--- src/rtl/npt_pkg.sv ---
// shared constants, codes and types of the neighbour position table
package npt_pkg;

  // table geometry
  localparam int TABLE_SLOTS    = 16;
  localparam int SLOT_W         = $clog2(TABLE_SLOTS);
  localparam int IDX_W          = SLOT_W + 1;
  localparam int PACKET_RECORDS = 4;
  localparam int POS_W          = $clog2(PACKET_RECORDS + 1);

  // field widths
  localparam int ID_W      = 4;
  localparam int REC_ID_W  = 8;
  localparam int WORD_W    = 32;
  localparam int KIND_W    = 2;
  localparam int CFG_IDX_W = 1;

  // input item kinds
  localparam logic [KIND_W-1:0] KIND_RX   = 2'd0;
  localparam logic [KIND_W-1:0] KIND_OWN  = 2'd1;
  localparam logic [KIND_W-1:0] KIND_SCAN = 2'd2;
  localparam logic [KIND_W-1:0] KIND_UNK  = 2'd3;

  // result kinds
  localparam logic [KIND_W-1:0] OUT_VERDICT = 2'd0;
  localparam logic [KIND_W-1:0] OUT_REC     = 2'd1;
  localparam logic [KIND_W-1:0] OUT_END     = 2'd2;

  // configuration register indexes
  localparam logic [CFG_IDX_W-1:0] REG_OWN_ID = 1'b0;
  localparam logic [CFG_IDX_W-1:0] REG_ALIVE  = 1'b1;

  localparam logic [WORD_W-1:0] ALIVE_RESET = 32'd300;

  // one table entry
  typedef struct packed {
    logic              active;
    logic [WORD_W-1:0] lat;
    logic [WORD_W-1:0] lon;
    logic [WORD_W-1:0] stamp;
  } slot_t;

  // access request from the sequencer to the table memory
  typedef struct packed {
    logic              rd_en;
    logic [SLOT_W-1:0] rd_addr;
    logic              wr_en;
    logic [SLOT_W-1:0] wr_addr;
    slot_t             wr_data;
  } mem_req_t;

endpackage

--- src/rtl/npt_table.sv ---
// slot memory with per-entry valid bits, one read and one write port
module npt_table (
  input  logic             clk,
  input  logic             rst,
  input  npt_pkg::mem_req_t req,
  output npt_pkg::slot_t   rd_data
);

  npt_pkg::slot_t                   mem [npt_pkg::TABLE_SLOTS];
  logic [npt_pkg::TABLE_SLOTS-1:0]  vld;
  npt_pkg::slot_t                   rd_q;
  logic                             rd_vld;

  // storage array, registered read
  always_ff @(posedge clk) begin
    if (req.wr_en) begin
      mem[req.wr_addr] <= req.wr_data;
    end
    if (req.rd_en) begin
      rd_q <= mem[req.rd_addr];
    end
  end

  // written marks, an unwritten entry reads as zero
  always_ff @(posedge clk) begin
    if (rst) begin
      vld    <= '0;
      rd_vld <= 1'b0;
    end else begin
      if (req.wr_en) begin
        vld[req.wr_addr] <= 1'b1;
      end
      if (req.rd_en) begin
        rd_vld <= vld[req.rd_addr];
      end
    end
  end

  assign rd_data = rd_vld ? rd_q : '0;

endmodule

--- src/rtl/npt_seq.sv ---
// sequencer: record merge, own update, transmit scan and the output register
module npt_seq (
  input  logic                              clk,
  input  logic                              rst,
  input  logic [npt_pkg::ID_W-1:0]          own_id,
  input  logic [npt_pkg::WORD_W-1:0]        alive_timeout,
  input  logic                              in_valid,
  output logic                              in_ready,
  input  logic [npt_pkg::KIND_W-1:0]        kind,
  input  logic [npt_pkg::REC_ID_W-1:0]      rec_id,
  input  logic                              rec_active,
  input  logic [npt_pkg::WORD_W-1:0]        rec_lat,
  input  logic [npt_pkg::WORD_W-1:0]        rec_lon,
  input  logic [npt_pkg::WORD_W-1:0]        rec_time,
  input  logic                              last_in_packet,
  input  logic [npt_pkg::WORD_W-1:0]        now_time,
  output logic                              out_valid,
  input  logic                              out_ready,
  output logic [npt_pkg::KIND_W-1:0]        out_kind,
  output logic [npt_pkg::ID_W-1:0]          out_id,
  output logic                              out_active,
  output logic [npt_pkg::WORD_W-1:0]        out_lat,
  output logic [npt_pkg::WORD_W-1:0]        out_lon,
  output logic [npt_pkg::WORD_W-1:0]        out_time,
  output logic                              end_of_packet,
  output logic                              updated,
  output logic                              last,
  output npt_pkg::mem_req_t                 req,
  input  npt_pkg::slot_t                    rd_data
);

  localparam logic [2:0] S_IDLE = 3'd0;
  localparam logic [2:0] S_RX   = 3'd1;
  localparam logic [2:0] S_VERD = 3'd2;
  localparam logic [2:0] S_OWN  = 3'd3;
  localparam logic [2:0] S_SRD  = 3'd4;
  localparam logic [2:0] S_SCHK = 3'd5;
  localparam logic [2:0] S_SFL  = 3'd6;
  localparam logic [2:0] S_SEND = 3'd7;

  logic [2:0] state, state_next;

  // captured item
  logic [npt_pkg::REC_ID_W-1:0] it_rec_id;
  logic                         it_act;
  logic [npt_pkg::WORD_W-1:0]   it_lat;
  logic [npt_pkg::WORD_W-1:0]   it_lon;
  logic [npt_pkg::WORD_W-1:0]   it_time;
  logic                         it_lastp;
  logic [npt_pkg::WORD_W-1:0]   it_now;

  logic packet_changed, packet_changed_next;

  // scan walk and the record held back until its successor is known
  logic [npt_pkg::IDX_W-1:0]    idx, idx_next;
  logic                         pend_valid, pend_valid_next;
  logic [npt_pkg::POS_W-1:0]    pend_pos, pend_pos_next;
  logic                         pend_load;
  logic [npt_pkg::ID_W-1:0]     pend_id;
  logic [npt_pkg::WORD_W-1:0]   pend_lat;
  logic [npt_pkg::WORD_W-1:0]   pend_lon;
  logic [npt_pkg::WORD_W-1:0]   pend_stamp;

  // output register load
  logic                         out_load;
  logic                         out_free;
  logic [npt_pkg::KIND_W-1:0]   o_kind;
  logic                         o_rec;
  logic                         o_eop;
  logic                         o_upd;
  logic                         o_last;

  // derived tests
  logic [npt_pkg::REC_ID_W-1:0] own_id_ext;
  logic [npt_pkg::SLOT_W-1:0]   own_addr;
  logic                         id_in_table;
  logic                         own_in_table;
  logic                         rx_taken;
  logic                         own_hit;
  logic [npt_pkg::WORD_W-1:0]   age;
  logic                         fresh;
  logic                         eligible;
  logic                         pend_full;
  logic [npt_pkg::POS_W-1:0]    pos_one;

  assign own_id_ext   = {{(npt_pkg::REC_ID_W - npt_pkg::ID_W){1'b0}}, own_id};
  assign own_addr     = own_id[npt_pkg::SLOT_W-1:0];
  assign id_in_table  = int'(it_rec_id) < npt_pkg::TABLE_SLOTS;
  assign own_in_table = int'(own_id) < npt_pkg::TABLE_SLOTS;
  assign rx_taken     = (it_rec_id != own_id_ext) && id_in_table &&
                        (rd_data.stamp < it_time);
  assign own_hit      = int'(idx) == int'(own_id);
  assign age          = it_now - rd_data.stamp;
  assign fresh        = (it_now == '0) || (age <= alive_timeout);
  assign eligible     = (rd_data.active || own_hit) && fresh;
  assign pend_full    = int'(pend_pos) == npt_pkg::PACKET_RECORDS;
  assign pos_one      = {{(npt_pkg::POS_W - 1){1'b0}}, 1'b1};
  assign out_free     = !out_valid || out_ready;
  assign in_ready     = (state == S_IDLE);

  // next-state and memory access
  always_comb begin
    state_next          = state;
    packet_changed_next = packet_changed;
    idx_next            = idx;
    pend_valid_next     = pend_valid;
    pend_pos_next       = pend_pos;
    pend_load           = 1'b0;
    out_load            = 1'b0;
    o_kind              = npt_pkg::OUT_VERDICT;
    o_rec               = 1'b0;
    o_eop               = 1'b0;
    o_upd               = 1'b0;
    o_last              = 1'b0;
    req                 = '0;
    case (state)
      S_IDLE: begin
        if (in_valid) begin
          case (kind)
            npt_pkg::KIND_RX: begin
              req.rd_en   = 1'b1;
              req.rd_addr = rec_id[npt_pkg::SLOT_W-1:0];
              state_next  = S_RX;
            end
            npt_pkg::KIND_OWN: begin
              req.rd_en   = 1'b1;
              req.rd_addr = own_addr;
              state_next  = S_OWN;
            end
            npt_pkg::KIND_SCAN: begin
              idx_next        = '0;
              pend_valid_next = 1'b0;
              state_next      = S_SRD;
            end
            default: begin
              state_next = S_IDLE;
            end
          endcase
        end
      end
      S_RX: begin
        if (rx_taken) begin
          req.wr_en   = 1'b1;
          req.wr_addr = it_rec_id[npt_pkg::SLOT_W-1:0];
          req.wr_data = '{active: it_act, lat: it_lat, lon: it_lon, stamp: it_time};
        end
        packet_changed_next = packet_changed | rx_taken;
        state_next          = it_lastp ? S_VERD : S_IDLE;
      end
      S_VERD: begin
        if (out_free) begin
          out_load            = 1'b1;
          o_kind              = npt_pkg::OUT_VERDICT;
          o_upd               = packet_changed;
          o_last              = 1'b1;
          packet_changed_next = 1'b0;
          state_next          = S_IDLE;
        end
      end
      S_OWN: begin
        // active mark kept, position and time replaced
        if (own_in_table) begin
          req.wr_en   = 1'b1;
          req.wr_addr = own_addr;
          req.wr_data = '{active: rd_data.active, lat: it_lat, lon: it_lon,
                          stamp: it_time};
        end
        state_next = S_IDLE;
      end
      S_SRD: begin
        req.rd_en   = 1'b1;
        req.rd_addr = idx[npt_pkg::SLOT_W-1:0];
        state_next  = S_SCHK;
      end
      S_SCHK: begin
        if (eligible && pend_valid) begin
          // a successor exists, so the held record goes out as soon as the output register is free
          if (out_free) begin
            out_load      = 1'b1;
            o_kind        = npt_pkg::OUT_REC;
            o_rec         = 1'b1;
            o_eop         = pend_full;
            pend_load     = 1'b1;
            pend_pos_next = pend_full ? pos_one : pend_pos + 1'b1;
          end
        end else if (eligible) begin
          pend_load       = 1'b1;
          pend_valid_next = 1'b1;
          pend_pos_next   = pos_one;
        end
        if (!(eligible && pend_valid) || out_free) begin
          idx_next   = idx + 1'b1;
          state_next = (int'(idx) == npt_pkg::TABLE_SLOTS - 1) ? S_SFL : S_SRD;
        end
      end
      S_SFL: begin
        // last emitted record always closes a packet
        if (!pend_valid) begin
          state_next = S_SEND;
        end else if (out_free) begin
          out_load        = 1'b1;
          o_kind          = npt_pkg::OUT_REC;
          o_rec           = 1'b1;
          o_eop           = 1'b1;
          pend_valid_next = 1'b0;
          state_next      = S_SEND;
        end
      end
      S_SEND: begin
        if (out_free) begin
          out_load   = 1'b1;
          o_kind     = npt_pkg::OUT_END;
          o_last     = 1'b1;
          state_next = S_IDLE;
        end
      end
      default: begin
        state_next = S_IDLE;
      end
    endcase
  end

  // control registers
  always_ff @(posedge clk) begin
    if (rst) begin
      state          <= S_IDLE;
      packet_changed <= 1'b0;
      idx            <= '0;
      pend_valid     <= 1'b0;
      pend_pos       <= '0;
      out_valid      <= 1'b0;
    end else begin
      state          <= state_next;
      packet_changed <= packet_changed_next;
      idx            <= idx_next;
      pend_valid     <= pend_valid_next;
      pend_pos       <= pend_pos_next;
      if (out_load) begin
        out_valid <= 1'b1;
      end else if (out_ready) begin
        out_valid <= 1'b0;
      end
    end
  end

  // item capture on an accepted beat
  always_ff @(posedge clk) begin
    if (in_valid && in_ready) begin
      it_rec_id <= rec_id;
      it_act    <= rec_active;
      it_lat    <= rec_lat;
      it_lon    <= rec_lon;
      it_time   <= rec_time;
      it_lastp  <= last_in_packet;
      it_now    <= now_time;
    end
  end

  // held scan record
  always_ff @(posedge clk) begin
    if (pend_load) begin
      pend_id    <= idx[npt_pkg::ID_W-1:0];
      pend_lat   <= rd_data.lat;
      pend_lon   <= rd_data.lon;
      pend_stamp <= rd_data.stamp;
    end
  end

  // output payload
  always_ff @(posedge clk) begin
    if (out_load) begin
      out_kind      <= o_kind;
      out_id        <= o_rec ? pend_id : '0;
      out_active    <= o_rec;
      out_lat       <= o_rec ? pend_lat : '0;
      out_lon       <= o_rec ? pend_lon : '0;
      out_time      <= o_rec ? pend_stamp : '0;
      end_of_packet <= o_eop;
      updated       <= o_upd;
      last          <= o_last;
    end
  end

endmodule

--- src/rtl/neighbor_position_table.sv ---
// top level: configuration registers, sequencer and slot memory
// received record: slot read at the beat, written in the next cycle; a packet end adds
//   the verdict state, which waits for a free output register; own update reads, then writes
// transmit scan: each slot read, then checked (one table read port, registered read),
//   then the held record and the scan end go out, output may stall; one item at a time
// reset: slot valid bits cleared at once so every slot reads zero, no clearing pass;
//   own_id returns to 0, alive_timeout to 300, the output register empties
module neighbor_position_table (
  input  logic                              clk,
  input  logic                              rst,
  input  logic                              cfg_we,
  input  logic [npt_pkg::CFG_IDX_W-1:0]     cfg_index,
  input  logic [npt_pkg::WORD_W-1:0]        cfg_data,
  input  logic                              in_valid,
  output logic                              in_ready,
  input  logic [npt_pkg::KIND_W-1:0]        kind,
  input  logic [npt_pkg::REC_ID_W-1:0]      rec_id,
  input  logic                              rec_active,
  input  logic [npt_pkg::WORD_W-1:0]        rec_lat,
  input  logic [npt_pkg::WORD_W-1:0]        rec_lon,
  input  logic [npt_pkg::WORD_W-1:0]        rec_time,
  input  logic                              last_in_packet,
  input  logic [npt_pkg::WORD_W-1:0]        now_time,
  output logic                              out_valid,
  input  logic                              out_ready,
  output logic [npt_pkg::KIND_W-1:0]        out_kind,
  output logic [npt_pkg::ID_W-1:0]          out_id,
  output logic                              out_active,
  output logic [npt_pkg::WORD_W-1:0]        out_lat,
  output logic [npt_pkg::WORD_W-1:0]        out_lon,
  output logic [npt_pkg::WORD_W-1:0]        out_time,
  output logic                              end_of_packet,
  output logic                              updated,
  output logic                              last
);

  logic [npt_pkg::ID_W-1:0]   own_id;
  logic [npt_pkg::WORD_W-1:0] alive_timeout;
  npt_pkg::mem_req_t          req;
  npt_pkg::slot_t             rd_data;

  // configuration registers
  always_ff @(posedge clk) begin
    if (rst) begin
      own_id        <= '0;
      alive_timeout <= npt_pkg::ALIVE_RESET;
    end else if (cfg_we) begin
      case (cfg_index)
        npt_pkg::REG_OWN_ID: own_id <= cfg_data[npt_pkg::ID_W-1:0];
        npt_pkg::REG_ALIVE:  alive_timeout <= cfg_data;
        default: begin
          own_id <= own_id;
        end
      endcase
    end
  end

  npt_seq u_seq (
    .clk            (clk),
    .rst            (rst),
    .own_id         (own_id),
    .alive_timeout  (alive_timeout),
    .in_valid       (in_valid),
    .in_ready       (in_ready),
    .kind           (kind),
    .rec_id         (rec_id),
    .rec_active     (rec_active),
    .rec_lat        (rec_lat),
    .rec_lon        (rec_lon),
    .rec_time       (rec_time),
    .last_in_packet (last_in_packet),
    .now_time       (now_time),
    .out_valid      (out_valid),
    .out_ready      (out_ready),
    .out_kind       (out_kind),
    .out_id         (out_id),
    .out_active     (out_active),
    .out_lat        (out_lat),
    .out_lon        (out_lon),
    .out_time       (out_time),
    .end_of_packet  (end_of_packet),
    .updated        (updated),
    .last           (last),
    .req            (req),
    .rd_data        (rd_data)
  );

  npt_table u_table (
    .clk     (clk),
    .rst     (rst),
    .req     (req),
    .rd_data (rd_data)
  );

`ifndef SYNTH
  // an ignored item leaves the block ready at once
  a_unknown_idle: assert property (@(posedge clk) disable iff (rst)
    in_valid && in_ready && kind == npt_pkg::KIND_UNK |=> in_ready)
    else $error("unknown kind did not return to idle");

  // any real item makes the block busy in the cycle after it is taken
  a_item_busy: assert property (@(posedge clk) disable iff (rst)
    in_valid && in_ready && kind != npt_pkg::KIND_UNK |=> !in_ready)
    else $error("block ready right after taking an item");

  // emitted records are active and never close the item
  a_rec_fields: assert property (@(posedge clk) disable iff (rst)
    out_valid && out_kind == npt_pkg::OUT_REC |-> out_active && !last && !updated)
    else $error("emitted record with wrong flags");

  // verdicts and scan ends are the final result of their item
  a_final: assert property (@(posedge clk) disable iff (rst)
    out_valid && (out_kind == npt_pkg::OUT_VERDICT || out_kind == npt_pkg::OUT_END)
    |-> last && !out_active && !end_of_packet)
    else $error("verdict or scan end not marked last");
`endif

endmodule

--- config.mk ---
export PLATFORM = sky130hd
export DESIGN_NAME = neighbor_position_table
export DESIGN_NICKNAME = d
export VERILOG_FILES = /design/src/rtl/npt_pkg.sv /design/src/rtl/npt_table.sv /design/src/rtl/npt_seq.sv /design/src/rtl/neighbor_position_table.sv
export SDC_FILE = /design/constraint.sdc
export NUM_CORES = 2
export LEC_CHECK = 0
export BUFFER_PORTS_ARGS = -buffer_cell sky130_fd_sc_hd__buf_2
export CORE_MARGIN = 3
export CORE_UTILIZATION = 45
export CTS_CLUSTER_SIZE = 40
export DETAILED_ROUTE_END_ITERATION = 10
export REMOVE_ABC_BUFFERS = 1
export SLEW_MARGIN = 25
export SYNTH_ARGS = -nofsm -noshare
export SYNTH_HDL_FRONTEND = slang
export SYNTH_SLANG_ARGS = --single-unit
--- constraint.sdc ---
create_clock -name clk -period 14 [get_ports clk]
set_input_delay 2.8 -clock clk [delete_from_list [all_inputs] [get_ports clk]]
set_output_delay 2.8 -clock clk [all_outputs]
set_load 0.02 [all_outputs]
==> flow_summary.json <==
{
  "outcome": "finished, final reports clean",
  "reg2reg_depth": 19,
  "post_cts_buffers": 0,
  "initial_core_util": 0.454,
  "arrival_ps": 8000,
  "grtUsageTotal": 0.230,
  "report.power.total_mw": 13.2,
  "period_share": 0.537,
  "yosysSeqAreaShare": 0.742,
  "hold_viol_final": 0,
  "grt_overflow_total": 0,
  "synth_top_cells_by_count": "1,993 x edfxtp_1, 1,704 x nand2_1, 405 x nand3_1",
  "seqPwrFrac": 0.528,
  "top_layer_used": "met4",
  "numCtsBuffers": 211,
  "avgSynthCellArea_um2": 13.4,
  "synthTopCellsByArea": "edfxtp_1 73%, nand2_1 7.8%, a311oi_1 3.1%",
  "finish.utilization": 0.512,
  "reg2reg_slack_ps": 6480,
  "p_clk_frac": 0.411,
  "wl_per_cell_um": 24.8,
  "nFillCells": 15300,
  "end_kind": "register",
  "vias": 50700,
  "critical_path_required_ps": 14480,
  "syn_inst": 6173,
  "critPathMaxFanout": 52,
  "cts-htree-levels": 4,
  "synth_warnings": 0,
  "worstSetupStartpoint": "u_table.rd_vld",
  "dp.final_hpwl_mm": 112,
  "fin_crit_ps": 7520,
  "die_w_um": 434,
  "synth_most_common_cell": "edfxtp_1",
  "final-max-slew-violation-count": 0,
  "fin_skew_ps": 88.2,
  "synth_edf_count": 1993,
  "die_h_um": 434,
  "clockBufferDepth": 3,
  "first_iter_violations": 5965,
  "switching_share": 0.229,
  "yosysUniqueCellTypes": 70,
  "slew_headroom": 0.280,
  "die_area_mm2": 0.188,
  "core_mm2": 0.182,
  "worst_pin_slew_ps": 1080,
  "cts_resized": 0,
  "grt_pass1_wl_mm": 321,
  "yosysTopAreaCellShare": 0.726,
  "peakVddDrop_uv": 134,
  "power.internal_mw": 10.2,
  "wl_met3_mm": 15.8,
  "p_switching_mw": 3.01,
  "rr_startpoint": "u_table.rd_vld",
  "ant_nets": 0,
  "worstSetupPathType": "register to register",
  "postSynthRegisterBits": 2060,
  "wl_met1_mm": 95.0,
  "endpoint": "u_seq.out_lat[17]",
  "gp_congestion": 0.880,
  "met2RoutedLength_mm": 104,
  "wl_mm": 221,
  "clk_pin_slew_worst_paths_ps": 60,
  "ys_async_sr_fraction": 0,
  "fin_nets": 6641,
  "hp-class": "register to register",
  "cts.sinks": 2060,
  "clk_latency_ps": 860,
  "r2r-end": "u_seq.out_lat[17]",
  "synth_area_mm2": 0.0825,
  "drtPass1Iterations": 5,
  "drv_cap": 0,
  "setup_viol_count_final": 0,
  "max_freq_mhz": 133,
  "pwr-share-comb": 0.061,
  "grt_max_degree": 199,
  "ios": 286,
  "p_leak_nw": 32.0,
  "grt_pass1_vias": 47900,
  "cts_tree": "built",
  "powerDensity_mw_per_mm2": 142,
  "worst_setup_path_start_kind": "register",
  "synth_ff_type": "edfxtp_1",
  "via_per_inst": 5.68,
  "drive_gt1_frac": 0.106,
  "io_buffers": 285,
  "synth_top_cell_by_area": "edfxtp_1",
  "rsz0062_at_grt": "false",
  "post-route-drc-count": 0,
  "hold_buffers": 0,
  "rows": 156,
  "syn2layout_area_growth_pct": 12.6,
  "antenna_found_initial": 9,
  "cts-root-buf": "clkbuf_16"
}
[placed cells by master, fill, tap and decap left out, drive strengths merged, types with 17 or more instances in the layout]
cell	synthesis	routed
and3	200	200
o21ai	33	33
and2	272	272
a31oi	105	105
inv	115	118
o21a	23	23
clkinv	1	98
a311oi	292	292
nand2	1704	1704
edfxtp	1993	1993
nor2	60	60
clkbuf	238	276
dfxtp	67	67
ha	98	98
buf	147	363
xnor2	26	26
a21o	17	17
a21oi	187	187
nand3	405	405
[registers in the layout, indices dropped and copies added (netlist names), 4 cells and up]
signal / count
u_table.vld: 16
u_seq.it_lat: 32
u_seq.it_lon: 32
u_seq.out_time: 32
u_table.mem: 1552
u_seq.pend_lon: 32
u_seq.pend_stamp: 32
u_seq.it_rec_id: 8
own_id: 4
alive_timeout: 32
u_seq.idx: 5
u_table.rd_q: 97
u_seq.pend_lat: 32
u_seq.it_time: 32
u_seq.out_lon: 32
u_seq.it_now: 32
u_seq.out_id: 4
u_seq.out_lat: 32
u_seq.pend_id: 4
[metrics by stage]
stage / setup TNS (ps) / std cells / hold slack (ps) / setup slack [ps] / cell area [um2]
2_1_floorplan: -1739770 / 5788 / 424 / -18930 / 80800
3_3_place_gp: 0 / 8520 / 438 / 6510 / 86100
3_5_place_dp: 0 / 8521 / 443 / 6390 / 86100
4_1_cts: 0 / 8911 / 456 / 6410 / 92900
5_1_grt: 0 / 8912 / 475 / 6040 / 92900
6_report: 0 / 8915 / 456 / 6480 / 92900
[critical path, cell delays in order (launching register included)]
cell and delay, ps:
dfxtp_4 890, nand2_1 190, ha_1 450, a2111oi_0 590
a21oi_1 230, o41ai_1 800, a21o_1 240, o2111ai_1 170
a21o_1 220, xor2_1 150, ha_1 300, nand4_1 120
or4_1 590, or3_1 330, a21oi_1 190, a31oi_1 80
or3_4 370, a21oi_4 140, or2_4 340, buf_4 640
[worst min path at each step]
| stage | endpoint | startpoint | depth (start not counted) |
|---|---|---|---|
| 2_1_floorplan | u_table.vld[6] | u_table.vld[6] | 2 |
| 3_3_place_gp | u_table.vld[4] | u_table.vld[4] | 2 |
| 3_5_place_dp | u_table.vld[6] | u_table.vld[6] | 2 |
| 4_1_cts | alive_timeout[30] | alive_timeout[30] | 2 |
| 5_1_grt | alive_timeout[22] | alive_timeout[22] | 2 |
| 6_report | alive_timeout[30] | alive_timeout[30] | 2 |
[cell families (layout without fill, tap and decap cells)]
| logic type | count (synthesis) | in the layout | synth area share |
|---|---|---|---|
| simple gates | 2725 | 2725 | 0.147 |
| flops | 2060 | 2060 | 0.742 |
| compound gates | 742 | 742 | 0.0648 |
| buf+inv | 501 | 869 | 0.0257 |
| fa+ha+maj | 99 | 99 | 0.0151 |
| xor+xnor | 35 | 35 | 0.00372 |
| mux | 11 | 11 | 0.00137 |
| other cells | 0 | 4 | 0 |
[cell type report]
class	count	area, um2	area share
sequential	2060	61200	0.659
multi-input combinational	3612	19400	0.208
clock buffer	276	5630	0.0606
tap	2370	2970	0.0319
timing repair buffer	363	2200	0.0237
clock inverter	114	1090	0.0117
inverter	116	445	0.00480
antenna	4	10.0	0.000108
[power groups by stage]
| stage | clock, mW | combinational (mW) | sequential [mW] |
|---|---|---|---|
| CTS | 5.51 | 0.806 | 6.96 |
| finish | 5.41 | 0.803 | 6.96 |
| floorplan | 0 | 0.863 | 7.05 |
| detailed placement | 0 | 0.803 | 7.09 |
| global placement | 0 | 0.787 | 7.09 |
| global route | 5.77 | 0.887 | 6.96 |
[layer usage]
| layer | vias up | track usage |
|---|---|---|
| li1 | 23100 | - |
| met1 | 25300 | 0.329 |
| met2 | 1961 | 0.364 |
| met3 | 339 | 0.0340 |
| met4 | 0 | 0.0723 |
| met5 | - | 0 |
Power figures use the tool's default switching activity.
